`src/gsmf_pkg.sv`:
```
// types and constants of the small-move filter
package gsmf_pkg;

  localparam int FRAC_DIGITS = 3;

  localparam logic [29:0] MAG_MAX = '1;
  localparam logic [29:0] MIN_MOVE_RESET = 30'd1000;
  localparam logic [29:0] G_LIMIT = 30'(2 * (10 ** FRAC_DIGITS));

  localparam logic REG_MIN_MOVE = 1'b0;

  localparam logic [1:0] REASON_SMALL = 2'd0;
  localparam logic [1:0] REASON_MOVE  = 2'd1;
  localparam logic [1:0] REASON_OTHER = 2'd2;

  localparam logic [7:0] CH_SEMI   = 8'h3B;
  localparam logic [7:0] CH_LPAREN = 8'h28;
  localparam logic [7:0] CH_RPAREN = 8'h29;
  localparam logic [7:0] CH_SPACE  = 8'h20;
  localparam logic [7:0] CH_POINT  = 8'h2E;
  localparam logic [7:0] CH_MINUS  = 8'h2D;
  localparam logic [7:0] CH_ZERO   = 8'h30;
  localparam logic [7:0] CH_NINE   = 8'h39;
  localparam logic [7:0] CH_UP_A   = 8'h41;
  localparam logic [7:0] CH_UP_Z   = 8'h5A;
  localparam logic [7:0] CH_LO_A   = 8'h61;
  localparam logic [7:0] CH_LO_Z   = 8'h7A;
  localparam logic [7:0] CH_LO_X   = 8'h78;
  localparam logic [7:0] CH_LO_Y   = 8'h79;
  localparam logic [7:0] CH_LO_G   = 8'h67;
  localparam logic [7:0] CASE_BIT  = 8'h20;

  typedef enum logic [1:0] {
    LETTER_NONE,
    LETTER_X,
    LETTER_Y,
    LETTER_G
  } letter_t;

  typedef struct packed {
    logic [7:0] character;
    logic       last_in_line;
  } char_word_t;

  typedef struct packed {
    logic       send_line;
    logic [1:0] decision_reason;
  } result_word_t;

  typedef struct packed {
    logic signed [30:0] line_x;
    logic signed [30:0] line_y;
    logic               in_comment;
    logic               line_decided;
    logic [1:0]         decided_reason;
    logic               in_number;
    letter_t            pending_letter;
    logic [29:0]        number_value;
    logic [1:0]         fraction_digits;
    logic               seen_point;
    logic               number_negative;
    logic               at_number_start;
  } line_state_t;

  function automatic logic [9:0] pow10(input logic [1:0] j);
    logic [9:0] p;
    unique case (j)
      2'd0: p = 10'd1;
      2'd1: p = 10'd10;
      2'd2: p = 10'd100;
      2'd3: p = 10'd1000;
      default: p = 10'd1;
    endcase
    return p;
  endfunction

endpackage

```
`src/gcode_small_move_filter_core.sv`:
```
// small-move filter for g-code lines: top level with input, result and register stages
//
// Takes one character word per cycle; the line's decision word leaves on the cycle after
// its last character is parsed. Each character passes through one registered parse stage,
// so the sustained rate is one character per cycle; the input stalls only while a decision
// word waits at the output and the next last character needs the result register. min_move
// sits at byte address 0 of the register port and resets to 1000; it may be written only
// while no line is in flight.
module gcode_small_move_filter_core (
  input  logic                    clk,
  input  logic                    rst,
  input  logic                    char_valid,
  output logic                    char_stall,
  input  gsmf_pkg::char_word_t    char_word,
  output logic                    result_valid,
  input  logic                    result_stall,
  output gsmf_pkg::result_word_t  result_word,
  input  logic                    psel,
  input  logic                    penable,
  input  logic                    pwrite,
  input  logic [2:0]              paddr,
  input  logic [31:0]             pwdata,
  output logic [31:0]             prdata,
  output logic                    pready
);

  logic                   s1_valid;
  gsmf_pkg::char_word_t   s1_word;
  logic [29:0]            min_move;
  logic                   out_free;
  logic                   step;
  gsmf_pkg::result_word_t res;

  assign pready   = 1'b1;
  assign prdata   = (paddr[2] == gsmf_pkg::REG_MIN_MOVE) ? {2'b00, min_move} : '0;
  assign out_free = !result_valid || !result_stall;
  assign step     = s1_valid && (!s1_word.last_in_line || out_free);
  assign char_stall = s1_valid && !step;

  always_ff @(posedge clk) begin
    if (rst) begin
      min_move <= gsmf_pkg::MIN_MOVE_RESET;
    end else if (psel && penable && pwrite && pready &&
                 (paddr[2] == gsmf_pkg::REG_MIN_MOVE)) begin
      min_move <= pwdata[29:0];
    end
  end

  always_ff @(posedge clk) begin
    if (rst) begin
      s1_valid <= 1'b0;
    end else if (!char_stall) begin
      s1_valid <= char_valid;
    end
  end

  always_ff @(posedge clk) begin
    if (!char_stall && char_valid) begin
      s1_word <= char_word;
    end
  end

  gsmf_parser u_parser (
    .clk      (clk),
    .rst      (rst),
    .step     (step),
    .word     (s1_word),
    .min_move (min_move),
    .result   (res)
  );

  always_ff @(posedge clk) begin
    if (rst) begin
      result_valid <= 1'b0;
    end else if (step && s1_word.last_in_line) begin
      result_valid <= 1'b1;
    end else if (!result_stall) begin
      result_valid <= 1'b0;
    end
  end

  always_ff @(posedge clk) begin
    if (step && s1_word.last_in_line) begin
      result_word <= res;
    end
  end

endmodule

```
`src/gsmf_parser.sv`:
```
// per-character line parser, number reader and move decision
module gsmf_parser (
  input  logic                    clk,
  input  logic                    rst,
  input  logic                    step,
  input  gsmf_pkg::char_word_t    word,
  input  logic [29:0]             min_move,
  output gsmf_pkg::result_word_t  result
);

  gsmf_pkg::line_state_t st;
  gsmf_pkg::line_state_t st_next;
  gsmf_pkg::line_state_t nm;
  gsmf_pkg::line_state_t w;
  logic signed [30:0] prev_x;
  logic signed [30:0] prev_y;
  logic signed [30:0] prev_x_next;
  logic signed [30:0] prev_y_next;

  logic [7:0]         ch;
  logic [7:0]         lc;
  logic               last;
  logic               is_digit;
  logic               is_point;
  logic               is_minus;
  logic               is_letter;
  logic               cont;
  logic [1:0]         fin_k;
  logic [1:0]         fin_j;
  logic [39:0]        fin_prod;
  logic [29:0]        fin_mag;
  logic signed [30:0] fin_val;
  logic               fin_gbig;
  logic               semi_dec;
  logic               dec_fire;
  logic signed [31:0] dx;
  logic signed [31:0] dy;
  logic [31:0]        adx;
  logic [31:0]        ady;
  logic               small_move;

  function automatic logic [29:0] sat_mul10_add(input logic [29:0] v, input logic [3:0] d);
    logic [33:0] r;
    r = 34'(v) * 34'd10 + 34'(d);
    return (r > 34'(gsmf_pkg::MAG_MAX)) ? gsmf_pkg::MAG_MAX : r[29:0];
  endfunction

  always_comb begin
    ch   = word.character;
    last = word.last_in_line;
    lc   = ch | gsmf_pkg::CASE_BIT;
    is_digit  = (ch >= gsmf_pkg::CH_ZERO) && (ch <= gsmf_pkg::CH_NINE);
    is_point  = (ch == gsmf_pkg::CH_POINT);
    is_minus  = (ch == gsmf_pkg::CH_MINUS);
    is_letter = ((ch >= gsmf_pkg::CH_UP_A) && (ch <= gsmf_pkg::CH_UP_Z)) ||
                ((ch >= gsmf_pkg::CH_LO_A) && (ch <= gsmf_pkg::CH_LO_Z));

    // number continues with this character
    nm = st;
    if (is_digit) begin
      if (!st.seen_point) begin
        nm.number_value = sat_mul10_add(st.number_value, ch[3:0]);
      end else if (st.fraction_digits < 2'(gsmf_pkg::FRAC_DIGITS)) begin
        nm.number_value    = sat_mul10_add(st.number_value, ch[3:0]);
        nm.fraction_digits = st.fraction_digits + 2'd1;
      end
    end else if (is_point) begin
      if (!st.seen_point) begin
        nm.seen_point      = 1'b1;
        nm.fraction_digits = 2'd0;
      end else begin
        nm.fraction_digits = 2'(gsmf_pkg::FRAC_DIGITS);
      end
    end else begin
      nm.number_negative = 1'b1;
    end
    nm.at_number_start = 1'b0;

    cont = !st.line_decided && st.in_number &&
           (is_digit || is_point || (is_minus && st.at_number_start));
    w = cont ? nm : st;

    // close the word: scale to fixed point and saturate
    fin_k    = w.seen_point ? w.fraction_digits : 2'd0;
    fin_j    = 2'(gsmf_pkg::FRAC_DIGITS) - fin_k;
    fin_prod = 40'(w.number_value) * 40'(gsmf_pkg::pow10(fin_j));
    fin_mag  = (fin_prod > 40'(gsmf_pkg::MAG_MAX)) ? gsmf_pkg::MAG_MAX : fin_prod[29:0];
    fin_val  = w.number_negative ? -$signed({1'b0, fin_mag}) : $signed({1'b0, fin_mag});
    fin_gbig = !w.number_negative && (fin_mag >= gsmf_pkg::G_LIMIT);

    if (!st.line_decided && w.in_number && (!cont || last)) begin
      w.in_number = 1'b0;
      unique case (w.pending_letter)
        gsmf_pkg::LETTER_X: w.line_x = fin_val;
        gsmf_pkg::LETTER_Y: w.line_y = fin_val;
        gsmf_pkg::LETTER_G: begin
          if (fin_gbig) begin
            w.line_decided   = 1'b1;
            w.decided_reason = gsmf_pkg::REASON_OTHER;
          end
        end
        gsmf_pkg::LETTER_NONE: ;
        default: ;
      endcase
    end

    semi_dec = 1'b0;
    if (!st.line_decided && !cont && !w.line_decided) begin
      priority if (ch == gsmf_pkg::CH_SEMI) begin
        semi_dec = 1'b1;
      end else if ((ch == gsmf_pkg::CH_LPAREN) || (ch == gsmf_pkg::CH_RPAREN)) begin
        w.in_comment = !w.in_comment;
      end else if ((ch <= gsmf_pkg::CH_SPACE) || ch[7] || w.in_comment) begin
        // skipped
      end else if (is_letter) begin
        if ((lc == gsmf_pkg::CH_LO_X) || (lc == gsmf_pkg::CH_LO_Y) ||
            (lc == gsmf_pkg::CH_LO_G)) begin
          w.pending_letter  = (lc == gsmf_pkg::CH_LO_X) ? gsmf_pkg::LETTER_X :
                              (lc == gsmf_pkg::CH_LO_Y) ? gsmf_pkg::LETTER_Y :
                                                          gsmf_pkg::LETTER_G;
          w.in_number       = 1'b1;
          w.number_value    = '0;
          w.fraction_digits = 2'd0;
          w.seen_point      = 1'b0;
          w.number_negative = 1'b0;
          w.at_number_start = 1'b1;
        end else begin
          w.line_decided   = 1'b1;
          w.decided_reason = gsmf_pkg::REASON_OTHER;
        end
      end
    end

    // letter on the last character reads as zero
    if (last && w.in_number && !w.line_decided) begin
      w.in_number = 1'b0;
      unique case (w.pending_letter)
        gsmf_pkg::LETTER_X: w.line_x = '0;
        gsmf_pkg::LETTER_Y: w.line_y = '0;
        gsmf_pkg::LETTER_G: ;
        gsmf_pkg::LETTER_NONE: ;
        default: ;
      endcase
    end

    dx  = 32'(w.line_x) - 32'(prev_x);
    dy  = 32'(w.line_y) - 32'(prev_y);
    adx = dx[31] ? -dx : dx;
    ady = dy[31] ? -dy : dy;
    small_move = (adx < {2'b00, min_move}) && (ady < {2'b00, min_move});

    dec_fire    = !w.line_decided && (semi_dec || last);
    prev_x_next = prev_x;
    prev_y_next = prev_y;
    if (dec_fire) begin
      w.line_decided = 1'b1;
      if (small_move) begin
        w.decided_reason = gsmf_pkg::REASON_SMALL;
      end else begin
        w.decided_reason = gsmf_pkg::REASON_MOVE;
        prev_x_next      = w.line_x;
        prev_y_next      = w.line_y;
      end
    end

    result.send_line       = (w.decided_reason != gsmf_pkg::REASON_SMALL);
    result.decision_reason = w.decided_reason;

    st_next = last ? '0 : w;
  end

  always_ff @(posedge clk) begin
    if (rst) begin
      st     <= '0;
      prev_x <= '0;
      prev_y <= '0;
    end else if (step) begin
      st     <= st_next;
      prev_x <= prev_x_next;
      prev_y <= prev_y_next;
    end
  end

endmodule

```
`config.mk`:
```
export PLATFORM = sky130hd
export DESIGN_NAME = gcode_small_move_filter_core
export DESIGN_NICKNAME = d
export VERILOG_FILES = /design/src/gsmf_pkg.sv /design/src/gcode_small_move_filter_core.sv /design/src/gsmf_parser.sv
export SDC_FILE = /design/constraint.sdc
export NUM_CORES = 2
export LEC_CHECK = 0
export CAP_MARGIN = 30
export CORE_MARGIN = 4
export CORE_UTILIZATION = 61
export DETAILED_ROUTE_END_ITERATION = 16
export DONT_BUFFER_PORTS = 1
export HOLD_SLACK_MARGIN = 0.06
export PLACE_DENSITY = 0.77
export RECOVER_POWER = 50
export SETUP_SLACK_MARGIN = 0.1
export SLEW_MARGIN = 10
export SYNTH_ARGS = -nofsm -noshare
export SYNTH_HDL_FRONTEND = slang
export SYNTH_SLANG_ARGS = --single-unit
```
`constraint.sdc`:
```
create_clock -name clk -period 21.9 [get_ports clk]
set_input_delay 2.19 -clock clk [delete_from_list [all_inputs] [get_ports clk]]
set_output_delay 2.19 -clock clk [all_outputs]
set_load 0.05 [all_outputs]
```
== Yosys cells after proc, flatten, opt, wreduce, memory -nomap -nowiden ==
Index checks and enable logic that the tools add are counted.

* Reductions and logical operators: 48
* Add/sub/neg operators: 8
* Multiplexer cells: 45
* Magnitude comparators: 13
* Multipliers: 2
* Eq/ne operators: 17
* Bitwise operators: 2

{| class="wikitable"
|+ Operator list
! cell !! number
|-
| 2-to-1 mux 31 bit || 5
|-
| 2-to-1 mux 30 bit || 5
|-
| 2-to-1 mux 62 bit || 2
|-
| 2-to-1 mux 41 bit || 3
|-
| 2-to-1 mux 104 bit || 1
|-
| 2-to-1 mux 32 bit || 3
|-
| 2-to-1 mux 42 bit || 2
|-
| < comparator 32 x 30 -> 1 bit || 2
|-
| negation 32 bit || 2
|-
| subtractor 31 x 31 -> 32 bit || 2
|-
| == test 8 x 6 -> 1 bit (second input constant) || 5
|-
| > comparator 40 x 30 -> 1 bit (second input constant) || 1
|-
| multiplier 30 x 10 -> 40 bit || 1
|-
| case mux 10 bit (4 select lines) || 1
|-
| 2-to-1 mux 38 bit || 1
|-
| 2-to-1 mux 35 bit || 1
|-
| adder 34 x 4 -> 34 bit || 1
|-
| > comparator 34 x 30 -> 1 bit (second input constant) || 1
|-
| multiplier 30 x 3 -> 33 bit (second input constant) || 1
|-
| negation 30 -> 31 bit || 1
|-
| greater-or-equal comparator 30 x 11 -> 1 bit (second input constant) || 1
|-
| logical AND 1 bit || 22
|-
| == test 7 x 6 -> 1 bit (second input constant) || 3
|-
| greater-or-equal comparator 8 x 7 -> 1 bit (second input constant) || 2
|-
| 19 further kinds || 66
|}

* Input port bits: 51
* Output and inout port bits: 38
* Logic and storage cells: 156
* Register bits after elaboration: 210

== Logic depth before layout (Yosys ltp) ==
* Depth after elaboration: 37
* Depth in mapped cells: 84
* Mapped depth without buffers: 75

== Hierarchy ==
From an unflattened synthesis, not the netlist that was laid out.

* Cells, all modules: 3844
* Area, all modules: 29427.0 um^2

{| class="wikitable"
|+ Modules (own cells, without submodules)
! module !! cells an instance !! area an instance (um^2) !! sequential area each (um^2) !! instances
|-
| gsmf_parser || 3649 || 27390.0 || 3323.2 || 1
|-
| gcode_small_move_filter_core || 195 || 2037.0 || 1001.0 || 1
|}

== Worst setup path before layout ==
Ideal clock, no wire load.

* Path type: register to register
* Start point: register u_parser.st[6] (netlist name)
* End point: register u_parser.prev_x[4]
* Setup time: 68 ps
* Data arrival time: 18085 ps
* Period minus slack after synthesis: 18153 ps
* Cell stages (with the launch flop): 77
* Path buffers: 8
* Data required time: 21832 ps
* Path slack: 3747 ps
* Path through: dfxtp_1 ha_1 ha_1 fa_1 xor2_1 nand3_1 or4b_1 nor3_2 and4bb_1 nand3_2 or4b_1 mux2i_1 nor2_1 buf_2 a31oi_2 and2_1 nand2_1 fa_1 (+41 left out) clkbuf_1 nor2_1 xnor2_1 ha_1 nand2_1 or3_1 a21o_1 a21oi_1 o311ai_0 nand4_1 o21bai_1 a221oi_1 o311ai_1 and4_4 or3b_1 buf_4 buf_6 o2bb2ai_2

{| class="wikitable"
|+ RTL lines
! item !! RTL line !! RTL
|-
| from (decl) || gsmf_parser.sv:11 || <nowiki>gsmf_pkg::line_state_t st;</nowiki>
|-
| from (signal assigned) || gsmf_parser.sv:178 || <nowiki>st <= st_next;</nowiki>
|-
| to (signal assigned) || gsmf_parser.sv:179 || <nowiki>prev_x <= prev_x_next;</nowiki>
|-
| to (decl) || gsmf_parser.sv:15 || <nowiki>logic signed [30:0] prev_x;</nowiki>
|}

==> impl_metrics.yaml <==
run_status:
  status: "finished, violations left"
  violations: "max-capacitance violations, max-slew violations"
route:
  vias_per_cell: 6.413
  ant_nets: 0
  detail_route.wirelength_mm: 84.33
  drt_iter0_markers: 2939
  vias: 27060
  routedWlPerCell_microns: 19.98
  drc: 0
  drt_pre_antenna_iters: 6
yosys:
  synth_edf_count: 12
  post_synth.cell_area_avg_sq_um: 7.758
  asyncSetResetFlopFracSynth_pct: 0
  post_synth_inst_count: 3645
  synthesis.area_sq_um: 28280
  synth-seq-cells: 210
  synth.yosys.seq_area_share_pct: 15.29
  netlist-cell-type-count: 104
  synth_top_flop_cell: "sky130_fd_sc_hd__dfxtp_1"
  synth-warning-count: 0
global_route:
  overflow: 0
  via_count_of_the_first_global_routing_pass: 26200
  pin_count_of_the_biggest_net_entering_global_routing: 116
  groute.layer.met2.usage_pct: 50.61
  globalRouteTotalUtil_pct: 32.82
  met3_grt_util_pct: 7.105
  global_route_wire_length_before_repair_mm: 135.7
  groute.layer.met1.usage_pct: 47.06
  grt_antenna_before_repair: 1
  grt_busiest_layer: "met2"
place:
  placement.cell_area_sq_um: 29080
  placed_instances: 4166
  place.port_buffers: 0
  dpl_worst_slack_ps: 708.6
  place_congestion: 0.9664
  place_hpwl_mm: 66.09
finish:
  final_core_util_pct: 65.99
  num_antenna_cells: 0
  final_layout_size_suffix_gt1_share_pct: 6.354
  multiInputGateArea_sq_um: 22040
  sequential_cell_area_sq_um: 4324
  fin_area_sq_um: 30070
  instances_no_fill: 4220
  final.fill_count: 3923
  area_growth_syn_to_layout_pct: 6.349
  layout_net_count: 4120
timing:
  final_period_minus_worst_setup_slack_ps: 20750
  timing_worst_slew_pin_value_ps: 2116
  final-max-slew-violation-count: 91
  final.setup.tns_ps: 0
  max_clock_freq_ghz: 0.04818
  hold_viol_final: 0
  fin_skew_ps: 22.39
  hold-worst-slack_ps: 450.0
  layout_setup_ws_ps: 1145
  rsz0062_at_grt: "no"
  final_min_period_over_clock_period_pct: 94.77
  setup_viol: 0
  slew_headroom_pct: -41.04
floorplan:
  core_area_sq_um: 45580
  die_area_sq_um: 49870
  die_x_microns: 223.3
  ios: 89
  chipHeight_microns: 223.3
  initial_utilization_pct: 62.05
  rows: 78
pwr:
  vdd_ir_drop_max_v: 0.00006585
  p_total_mw: 0.9139
  net-switching-power_mw: 0.2220
  power_per_cell_area_nw_per_um2: 30.39
  intPower_mw: 0.6919
  power_frac_seq_pct: 42.9
  power.share.clock_pct: 52.7
  power.share.combinational_pct: 4.4
  switch_share_pct: 24.29
  total_leakage_power_nw: 13.72
cts:
  numCtsBuffers: 26
  cts_hold_repair.buffers: 0
  clock_tree.root_cell: "sky130_fd_sc_hd__clkbuf_16"
  cts_tree: "done"
  h_tree_level_count: 1
  cts_buffer_depth: 3
  insertion_delay_ps: 560
  path_clk_slew_ps: 60
  cts.sinks: 210
  post_cts.resized_instances: 0
  postCtsSetupBuffers: 0
critical_path:
  timing.setup.critical_path_class: "reg -> reg"
  cpLargestDelayFamily: "compound AO/OA/AOI/OAI gates"
  cpPeakStageDelay_ps: 600
  crit_path_top_delay_cell: "sky130_fd_sc_hd__a211oi_1"
  cp_max_fo: 20
  critPathCaptureType: "flip-flop"
  cp_data_required_time_ps: 22340
  worstPathArrival_ps: 21190
  crit_buf_inv: 11
  worst_setup_path_start_kind: "flip-flop"
hold_path:
  holdCritPathClass: "reg -> reg"
run:
  max-cap-violations: 2
per-layer routing:
layer,share of wire [%],up-vias
met5,0,-
met4,2.6,0
met3,10,178
met2,43,1226
met1,44,12970
li1,-,12690
cells in the mapped netlist, types with 41 or more instances:
cell | count | area (sq um)
sky130_fd_sc_hd__a22oi_1 | 50 | 375.4
sky130_fd_sc_hd__dfxtp_1 | 198 | 3964
sky130_fd_sc_hd__nand2_1 | 371 | 1393
sky130_fd_sc_hd__nor3_1 | 84 | 420.4
sky130_fd_sc_hd__inv_1 | 331 | 1242
sky130_fd_sc_hd__a21oi_1 | 250 | 1251
sky130_fd_sc_hd__xnor2_1 | 127 | 1112
sky130_fd_sc_hd__a31oi_1 | 50 | 312.8
sky130_fd_sc_hd__fa_1 | 179 | 3583
sky130_fd_sc_hd__o21ai_0 | 180 | 900.9
sky130_fd_sc_hd__a22o_1 | 41 | 359.1
sky130_fd_sc_hd__clkbuf_1 | 129 | 484.2
sky130_fd_sc_hd__ha_1 | 289 | 3616
sky130_fd_sc_hd__nor2_1 | 373 | 1400
sky130_fd_sc_hd__mux2i_1 | 48 | 480.5
sky130_fd_sc_hd__a21o_1 | 60 | 450.4
sky130_fd_sc_hd__nand3_1 | 89 | 445.4
sky130_fd_sc_hd__and2_1 | 67 | 419.2
sky130_fd_sc_hd__xor2_1 | 82 | 718.2
path summary, 6_finish.rpt:
kind                            cells past startpoint                   to  slack (ps)           start
worst min register to register                      2         min_move[23]         450    min_move[23]
worst max register to register                     79  u_parser.prev_y[16]        1150  u_parser.st[7]
worst max-delay path                               79  u_parser.prev_y[16]        1150  u_parser.st[7]
worst min-delay path                                2         min_move[23]         450    min_move[23]
tightest hold or removal path, stage by stage, from the launching register on:
cell	delay (ps)
sky130_fd_sc_hd__dfxtp_1	310
sky130_fd_sc_hd__nand2_1	50
sky130_fd_sc_hd__a21oi_1	50
sequential cells by signal, indices dropped and copies added, names as in the netlist, 3 cells and up:
signal,count
min_move,30
result_word,3
s1_word,9
u_parser.nm,69
u_parser.prev_x,31
u_parser.prev_y,31
u_parser.st,35
kinds of logic (layout without fill, tap and decap cells):
group	after synthesis	after routing	synth area share, %
and+or+nand+nor	1236	1236	20.70
AOI/OAI and AO/OA	948	948	22.54
buffers and inverters	506	480	7.066
adders and majority gates	470	470	25.53
xor gates and xnor gates	210	210	6.553
DFF	210	210	15.29
muxes	63	63	2.296
other	2	3	0.02656
cell usage in the layout (no fill, tap or decap), drive strengths merged, types with 31 or more instances in the layout:
master	Yosys	routed
nor3	85	85
inv	331	335
a22oi	50	50
ha	289	289
and2	67	67
a21oi	251	251
o21a	39	39
o21ai	190	190
nand4	40	40
mux2i	48	48
nand2	371	371
nand3	90	90
and3	31	31
a21o	60	60
a31oi	56	56
fa	179	179
a211oi	32	32
a22o	41	41
dfxtp	198	198
buf	46	93
xor2	82	82
o211ai	31	31
nor2	374	374
xnor2	127	127
clkbuf	129	43
power by group through the flow:
stage	registers [mW]	logic (mW)	clock network [mW]
after floorplan	0.399	0.0331	0
after global placement	0.400	0.0378	0
after detailed placement	0.400	0.0391	0
after CTS	0.392	0.0393	0.481
after global routing	0.392	0.0429	0.499
final	0.392	0.0401	0.481
final cells by class:
type / instances / area share (%)
timing repair buffer: 102 / 2.584
clock inverter: 13 / 0.7239
multi-input combinational: 2930 / 73.29
tap: 600 / 2.496
clock buffer: 34 / 2.401
sequential: 210 / 14.38
inverter: 331 / 4.131
Power figures use the tool's default switching activity.
